File: src/hdl/lkv_pkg.sv
// lkv_pkg: shared types and constants for the lru key/value cache
// no dependencies; used by every module under hdl
package lkv_pkg;

   localparam int ENTRIES_DEFAULT = 16;

   localparam int          CAP_WIDTH  = 5;
   localparam logic [4:0]  CAP_RESET  = 5'd16;
   localparam logic [31:0] MISS_VALUE = 32'hFFFF_FFFF;

   typedef enum logic {
      CMD_GET = 1'b0,
      CMD_PUT = 1'b1
   } command_type;

   typedef struct packed {
      command_type        command;
      logic signed [31:0] key;
      logic signed [31:0] value;
   } req_type;

   typedef struct packed {
      logic               hit;
      logic signed [31:0] read_value;
   } rsp_type;

   // what the tag compare hands back to the update logic
   typedef struct packed {
      logic               hit;
      logic signed [31:0] value;
   } lookup_type;

endpackage

File: src/hdl/lru_key_value_cache.sv
// lru_key_value_cache: fully associative key/value cache with lru replacement
// depends on lkv_pkg, lkv_lookup, lkv_replace
// a request waits in the request register, longer while the response side stalls, and its
//   response is registered in the response register; the compare/update pass is combinational
// throughput: one request per cycle while the response side does not stall
// reset: all entries invalid, occupancy zero, capacity 16
module lru_key_value_cache #(
   parameter int ENTRIES = lkv_pkg::ENTRIES_DEFAULT
) (
   input  logic                          clock,
   input  logic                          reset,
   // request channel
   input  logic                          req_valid,
   output logic                          req_stall,
   input  lkv_pkg::req_type              req_payload,
   // response channel
   output logic                          rsp_valid,
   input  logic                          rsp_stall,
   output lkv_pkg::rsp_type              rsp_payload,
   // capacity register
   input  logic                          csr_write,
   input  logic [lkv_pkg::CAP_WIDTH-1:0] csr_wdata
);

   localparam int AW = (ENTRIES > 1) ? $clog2(ENTRIES) : 1;
   localparam int OW = $clog2(ENTRIES + 1);

   // request and response stage registers
   logic                  req_valid_ff, req_valid_in;
   lkv_pkg::req_type      req_ff;
   logic                  rsp_valid_ff, rsp_valid_in;
   lkv_pkg::rsp_type      rsp_ff, rsp_in;

   // entry storage
   logic [ENTRIES-1:0][31:0]   key_ff,   key_in;
   logic [ENTRIES-1:0][31:0]   value_ff, value_in;
   logic [ENTRIES-1:0][AW-1:0] age_ff,   age_in;
   logic [ENTRIES-1:0]         valid_ff, valid_in;
   logic [OW-1:0]              occ_ff,   occ_in;
   logic [lkv_pkg::CAP_WIDTH-1:0] cap_ff, cap_in;

   // lookup and replacement results
   logic [ENTRIES-1:0]    match;
   logic [AW-1:0]         hit_age;
   lkv_pkg::lookup_type   lookup;
   logic                  evict;
   logic [ENTRIES-1:0]    valid_after;
   logic [ENTRIES-1:0]    free_slot;

   logic advance;
   logic accept;
   logic is_put;

   // the held request moves on when the response register is free or being drained
   assign advance   = req_valid_ff && (!rsp_valid_ff || !rsp_stall);
   assign req_stall = req_valid_ff && !advance;
   assign accept    = req_valid && !req_stall;
   assign is_put    = (req_ff.command == lkv_pkg::CMD_PUT);

   lkv_lookup #(
      .ENTRIES (ENTRIES),
      .AW      (AW)
   ) u_lookup (
      .entry_key   (key_ff),
      .entry_value (value_ff),
      .entry_age   (age_ff),
      .entry_valid (valid_ff),
      .key         (req_ff.key),
      .match       (match),
      .hit_age     (hit_age),
      .result      (lookup)
   );

   lkv_replace #(
      .ENTRIES (ENTRIES),
      .AW      (AW),
      .OW      (OW)
   ) u_replace (
      .entry_age   (age_ff),
      .entry_valid (valid_ff),
      .occupancy   (occ_ff),
      .capacity    (cap_ff),
      .evict       (evict),
      .valid_after (valid_after),
      .free_slot   (free_slot)
   );

   // handshake bookkeeping
   always_comb begin
      if (accept) begin
         req_valid_in = 1'b1;
      end else if (advance) begin
         req_valid_in = 1'b0;
      end else begin
         req_valid_in = req_valid_ff;
      end

      if (advance) begin
         rsp_valid_in = 1'b1;
      end else if (!rsp_stall) begin
         rsp_valid_in = 1'b0;
      end else begin
         rsp_valid_in = rsp_valid_ff;
      end

      cap_in = csr_write ? csr_wdata : cap_ff;
   end

   // response value
   always_comb begin
      rsp_in.hit = lookup.hit;
      if (is_put) begin
         rsp_in.read_value = req_ff.value;
      end else if (lookup.hit) begin
         rsp_in.read_value = lookup.value;
      end else begin
         rsp_in.read_value = lkv_pkg::MISS_VALUE;
      end
   end

   // entry update for the request leaving the request register
   always_comb begin
      key_in   = key_ff;
      value_in = value_ff;
      age_in   = age_ff;
      valid_in = valid_ff;
      occ_in   = occ_ff;
      if (advance) begin
         if (lookup.hit) begin
            // touch: younger entries age by one, the hit becomes most recent
            for (int i = 0; i < ENTRIES; i++) begin
               if (match[i]) begin
                  age_in[i] = '0;
                  if (is_put) begin
                     value_in[i] = req_ff.value;
                  end
               end else if (valid_ff[i] && (age_ff[i] < hit_age)) begin
                  age_in[i] = age_ff[i] + AW'(1);
               end
            end
         end else if (is_put) begin
            // insert after an optional eviction; every surviving entry ages by one
            for (int i = 0; i < ENTRIES; i++) begin
               if (valid_after[i]) begin
                  age_in[i] = age_ff[i] + AW'(1);
               end else begin
                  age_in[i] = '0;
               end
               if (free_slot[i]) begin
                  key_in[i]   = req_ff.key;
                  value_in[i] = req_ff.value;
               end
            end
            valid_in = valid_after | free_slot;
            occ_in   = evict ? occ_ff : occ_ff + OW'(1);
         end
      end
   end

   // control state
   always_ff @(posedge clock) begin
      if (reset) begin
         req_valid_ff <= 1'b0;
         rsp_valid_ff <= 1'b0;
         valid_ff     <= '0;
         age_ff       <= '0;
         occ_ff       <= '0;
         cap_ff       <= lkv_pkg::CAP_RESET;
      end else begin
         req_valid_ff <= req_valid_in;
         rsp_valid_ff <= rsp_valid_in;
         valid_ff     <= valid_in;
         age_ff       <= age_in;
         occ_ff       <= occ_in;
         cap_ff       <= cap_in;
      end
   end

   // payload and entry contents, no reset needed
   always_ff @(posedge clock) begin
      if (accept) begin
         req_ff <= req_payload;
      end
      if (advance) begin
         rsp_ff <= rsp_in;
      end
      key_ff   <= key_in;
      value_ff <= value_in;
   end

   assign rsp_valid   = rsp_valid_ff;
   assign rsp_payload = rsp_ff;

endmodule

File: src/hdl/lkv_lookup.sv
// lkv_lookup: parallel key compare over all entries, selects value and age of the hit
// depends on lkv_pkg
module lkv_lookup #(
   parameter int ENTRIES = lkv_pkg::ENTRIES_DEFAULT,
   parameter int AW      = (ENTRIES > 1) ? $clog2(ENTRIES) : 1
) (
   input  logic [ENTRIES-1:0][31:0]   entry_key,
   input  logic [ENTRIES-1:0][31:0]   entry_value,
   input  logic [ENTRIES-1:0][AW-1:0] entry_age,
   input  logic [ENTRIES-1:0]         entry_valid,
   input  logic signed [31:0]         key,
   output logic [ENTRIES-1:0]         match,
   output logic [AW-1:0]              hit_age,
   output lkv_pkg::lookup_type        result
);

   logic [31:0]   value_or;
   logic [AW-1:0] age_or;

   // keys are unique among valid entries, so at most one match
   always_comb begin
      value_or = '0;
      age_or   = '0;
      for (int i = 0; i < ENTRIES; i++) begin
         match[i] = entry_valid[i] && (entry_key[i] == key);
         if (match[i]) begin
            value_or = value_or | entry_value[i];
            age_or   = age_or | entry_age[i];
         end
      end
   end

   assign hit_age      = age_or;
   assign result.hit   = |match;
   assign result.value = value_or;

endmodule

File: src/hdl/lkv_replace.sv
// lkv_replace: eviction decision, victim pick and free slot pick for an insert
// depends on lkv_pkg
module lkv_replace #(
   parameter int ENTRIES = lkv_pkg::ENTRIES_DEFAULT,
   parameter int AW      = (ENTRIES > 1) ? $clog2(ENTRIES) : 1,
   parameter int OW      = $clog2(ENTRIES + 1)
) (
   input  logic [ENTRIES-1:0][AW-1:0]       entry_age,
   input  logic [ENTRIES-1:0]               entry_valid,
   input  logic [OW-1:0]                    occupancy,
   input  logic [lkv_pkg::CAP_WIDTH-1:0]    capacity,
   output logic                             evict,
   output logic [ENTRIES-1:0]               valid_after,
   output logic [ENTRIES-1:0]               free_slot
);

   localparam int CW = (OW > lkv_pkg::CAP_WIDTH) ? OW : lkv_pkg::CAP_WIDTH;

   logic [CW-1:0]      cap_ext;
   logic [CW-1:0]      cap_eff;
   logic [OW-1:0]      oldest_age;
   logic [ENTRIES-1:0] victim;

   // zero reads as one, anything above the entry count saturates
   always_comb begin
      cap_ext = CW'(capacity);
      if (cap_ext == '0) begin
         cap_eff = CW'(1);
      end else if (cap_ext > CW'(ENTRIES)) begin
         cap_eff = CW'(ENTRIES);
      end else begin
         cap_eff = cap_ext;
      end
   end

   assign evict = (CW'(occupancy) >= cap_eff);

   // ages of valid entries are a permutation of 0..occupancy-1
   assign oldest_age = occupancy - OW'(1);

   always_comb begin
      for (int i = 0; i < ENTRIES; i++) begin
         victim[i] = entry_valid[i] && (entry_age[i] == AW'(oldest_age));
      end
   end

   assign valid_after = evict ? (entry_valid & ~victim) : entry_valid;
   // lowest clear bit
   assign free_slot   = ~valid_after & (valid_after + ENTRIES'(1));

endmodule

File: config.mk
export PLATFORM = sky130hd
export DESIGN_NAME = lru_key_value_cache
export DESIGN_NICKNAME = d
export VERILOG_FILES = /design/src/hdl/lkv_pkg.sv /design/src/hdl/lru_key_value_cache.sv /design/src/hdl/lkv_lookup.sv /design/src/hdl/lkv_replace.sv
export SDC_FILE = /design/constraint.sdc
export NUM_CORES = 2
export LEC_CHECK = 0
export BUFFER_PORTS_ARGS = -buffer_cell sky130_fd_sc_hd__buf_2
export CAP_MARGIN = 20
export CORE_UTILIZATION = 25
export CTS_BUF_LIST = sky130_fd_sc_hd__clkbuf_2
export DETAILED_ROUTE_END_ITERATION = 8
export HOLD_SLACK_MARGIN = 0.12
export SETUP_SLACK_MARGIN = 0.5
export SLEW_MARGIN = 20
export SYNTH_ARGS = -nofsm -noshare
export SYNTH_HDL_FRONTEND = slang
export SYNTH_SLANG_ARGS = --single-unit
export TNS_END_PERCENT = 100
File: constraint.sdc
create_clock -name clock -period 18.1 [get_ports clock]
set_input_delay 3.62 -clock clock [delete_from_list [all_inputs] [get_ports clock]]
set_output_delay 3.62 -clock clock [all_outputs]
set_load 0.02 [all_outputs]
==> metrics.log <==
[metrics] list of most frequent post-synthesis cells: edfxtp_1, xnor2_1, a22oi_1
[metrics] max-cap check violation count: 0
[metrics] row count: 164
[metrics] sequential cell area: 35,500 um^2
[metrics] Post-Syn Instances: 3,359
[metrics] Setup TNS Final: 0 ns
[metrics] post-synthesis sequential element count: 1,214
[metrics] detailed-route wire length: 143,000 um
[metrics] clock latency on the worst-skew pair: 1.72 ns
[metrics] r2r startpoint: req_ff[41]
[metrics] first-pass GRT wire length: 207,000 um
[metrics] Die Outline Area: 205,000 um^2
[metrics] Initial DRC Count: 2,657
[metrics] height of the die: 452 um
[metrics] number of buffers inserted by post-CTS setup repair: 0
[metrics] clock-pin transition on the worst setup and hold timing paths: 0.11 ns
[metrics] fraction of final layout cells with drive strength greater than 1: 0.187
[metrics] cells resized by post-CTS repair: 0
[metrics] netlist area before placement: 50,700 um^2
[metrics] reported leakage power: 18.2 nW
[metrics] highest clock rate: 0.128 GHz
[metrics] count of vias placed by the detailed router: 30,730
[metrics] total number of H-tree levels: 5
[metrics] IR drop worst, VDD: 0.0469 mV
[metrics] setup skew after layout: 0.196 ns
[metrics] Main synth FF type: edfxtp_1
[metrics] number of cells traversed by the worst register-to-register path: 19
[metrics] endpoint class of the critical path: output pin
[metrics] clock net sink count: 1,214
[metrics] aggregate global-route resource usage: 0.137
[metrics] CP Data Arrival Time: 4.20 ns
[metrics] I/O pin count: 110
[metrics] leading area contributor after synthesis: edfxtp_1
[metrics] peak fanout along the critical path: 3
[metrics] Syn-to-layout area delta: 12.4%
[metrics] Tcrit/Tclk final: 0.432
[metrics] Synth area leaders: edfxtp_1, xnor2_1, dfxtp_1, a22oi_1, xor2_1
[metrics] length of the first detailed-routing pass in iterations: 5
[metrics] number of flops mapped to enable cells by yosys: 1,122
[metrics] number of hold-slack violations in the final timing report: 0
[metrics] share of synthesized area occupied by flip-flops and latches: 0.700
[metrics] number of nets at the end of the flow: 3,835
[metrics] number of buffers created by CTS: 301
[metrics] Worst-Margin Slew: 1.14 ns
[metrics] final count of negative-setup-slack endpoints: 0
[metrics] number of buffers between clock root and the deepest sink: 4
[metrics] buffers added on ports: 109
[metrics] average wire per cell in the routed design: 21.8 um
[metrics] die width: 452 um
[metrics] starting utilization of the core area: 0.253
[metrics] worst hold path class: reg -> reg
[metrics] antenna-violating nets left: 0
[metrics] placed wire-length estimate: 75,900 um
[metrics] via count of the first global-routing pass: 31,201
[metrics] unrepaired setup endpoints after global routing: false
[metrics] number of design rule violations left after detail routing: 0
[metrics] max-slew violation count: 0
[metrics] count leader, synth: edfxtp_1
[metrics] Syn Nets: 3,505
[metrics] data required time at the worst endpoint: 14.48 ns
[metrics] cts hold-fix bufs: 0
[metrics] Worst Path Class, Setup: in -> out
[metrics] pin count of the biggest net entering global routing: 69
[metrics] total global routing overflow: 0
[metrics] Post-synth ARST share: 0
[metrics] initial antenna violation count: 3
[metrics] proportion of netlist area held by the largest area contributor: 0.664
[metrics] power density over the cells: 88.9 nW/um^2
[metrics] CP startpoint kind: input pin
[metrics] status: finished, final reports clean
[metrics] endpoint of the most critical setup path: req_stall
[metrics] placeable core area: 201,000 um^2
[metrics] reg-to-reg setup timing slack: 12.02 ns
[metrics] multi-input combinational cell area: 14,100 um^2
[metrics] TritonCTS clock tree: done
[metrics] number of fill cells in the layout: 20,310
[metrics] headroom to the max-slew limit: 0.232
[metrics] Overall Power: 5.07 mW
[metrics] crit path launch: rsp_stall
[metrics] Warnings, synthesis: 0
[metrics] drt via density: 4.69
[metrics] buffer cell driving the clock tree root: clkbuf_2
[metrics] global placer's final weighted congestion: 0.841
[metrics] synth unique cells: 73
[metrics] Reg-to-Reg End: age_ff[61]
[metrics] final critical path time including I/O delays and setup: 7.82 ns
[metrics] Post-Syn Area per Cell: 15.1 um^2
==> kinds of logic after synthesis <==
logic type	after synthesis	share of synthesized area
buffers and inverters	263	0.0270
and+or+nand+nor	668	0.0731
AOI/OAI and AO/OA	540	0.0769
muxes	13	0.00256
DFF	1214	0.700
xor gates and xnor gates	590	0.103
adders and majority gates	71	0.0175
==> layout by cell type (no fill, tap or decap), types with 8 or more instances in the layout <==
master	instances
nand3_1	86
and3_2	12
nor4_1	77
nor2_4	8
or4_1	11
ha_1	71
mux2i_1	13
or3_1	14
xor2_1	135
nand2_1	93
a221oi_1	35
edfxtp_1	1122
nor2b_1	15
a21o_1	9
clkinv_2	8
o21ai_0	30
a211oi_1	20
nor3_1	28
a22o_1	29
dfxtp_1	92
and2_1	15
and3_1	18
buf_4	103
clkbuf_2	424
nand4_1	163
a31oi_1	10
o211ai_2	11
buf_2	109
nor2_2	9
inv_1	76
nor2_1	75
a22oi_1	222
o21a_1	20
xnor2_1	451
clkinv_1	64
a21oi_1	102
==> state kept, by name (all words and copies together) (netlist names) <==
signal,count
valid_ff,16
cap_ff,5
rsp_valid,1
key_ff,512
req_valid_ff,1
age_ff,64
req_ff,64
occ_ff,5
is_put,1
value_ff,512
rsp_payload,33
==> metal layers <==
metal,global-route usage,part of all wire,vias to the layer above
met3,0.0265,0.066,302
li1,-,-,13708
met2,0.236,0.50,1253
met4,0.0609,0.039,0
met5,0,0,-
met1,0.164,0.40,15467
==> stage by stage <==
step	utilization	hold slack, ns	setup WS (ns)	cell area (um^2)	instances
5_1_grt	0.284	0.564	10.26	57000	6546
6_report	0.284	0.500	10.28	57000	6547
2_1_floorplan	-	0.444	10.18	50700	3359
4_1_cts	0.284	0.510	10.28	57000	6542
3_3_place_gp	0.272	0.474	10.28	54500	6042
3_5_place_dp	0.272	0.498	10.28	54500	6042
==> power by group <==
| group | leakage, nW | switching [mW] | internal, mW |
|---|---|---|---|
| sequential | 10.9 | 0.0291 | 3.08 |
| clock | 1.93 | 1.08 | 0.652 |
| combinational | 5.40 | 0.153 | 0.0718 |
==> worst min-delay path by stage <==
stage                      start         to  slack [ns]  cells past startpoint
floorplan           req_valid_ff  rsp_valid        0.44                      2
finish              req_valid_ff  rsp_valid        0.50                      2
CTS                 req_valid_ff  rsp_valid        0.51                      2
detailed placement  req_valid_ff  rsp_valid        0.50                      2
global placement    req_valid_ff  rsp_valid        0.47                      2
global route           cap_ff[0]  cap_ff[0]        0.56                      2
==> critical path, cell delays in order <==
cell	delay (ns)
buf_2	0.13
and3_1	0.25
buf_2	0.20
==> layout make-up <==
class	instances	share of cell area
Antenna cell	5	0.000219
Clock buffer	424	0.0372
Clock inverter	76	0.00617
Inverter	78	0.00514
Multi-Input combinational cell	1882	0.247
Sequential cell	1214	0.623
Tap cell	2656	0.0583
Timing Repair Buffer	212	0.0231
Power figures use the tool's default switching activity.
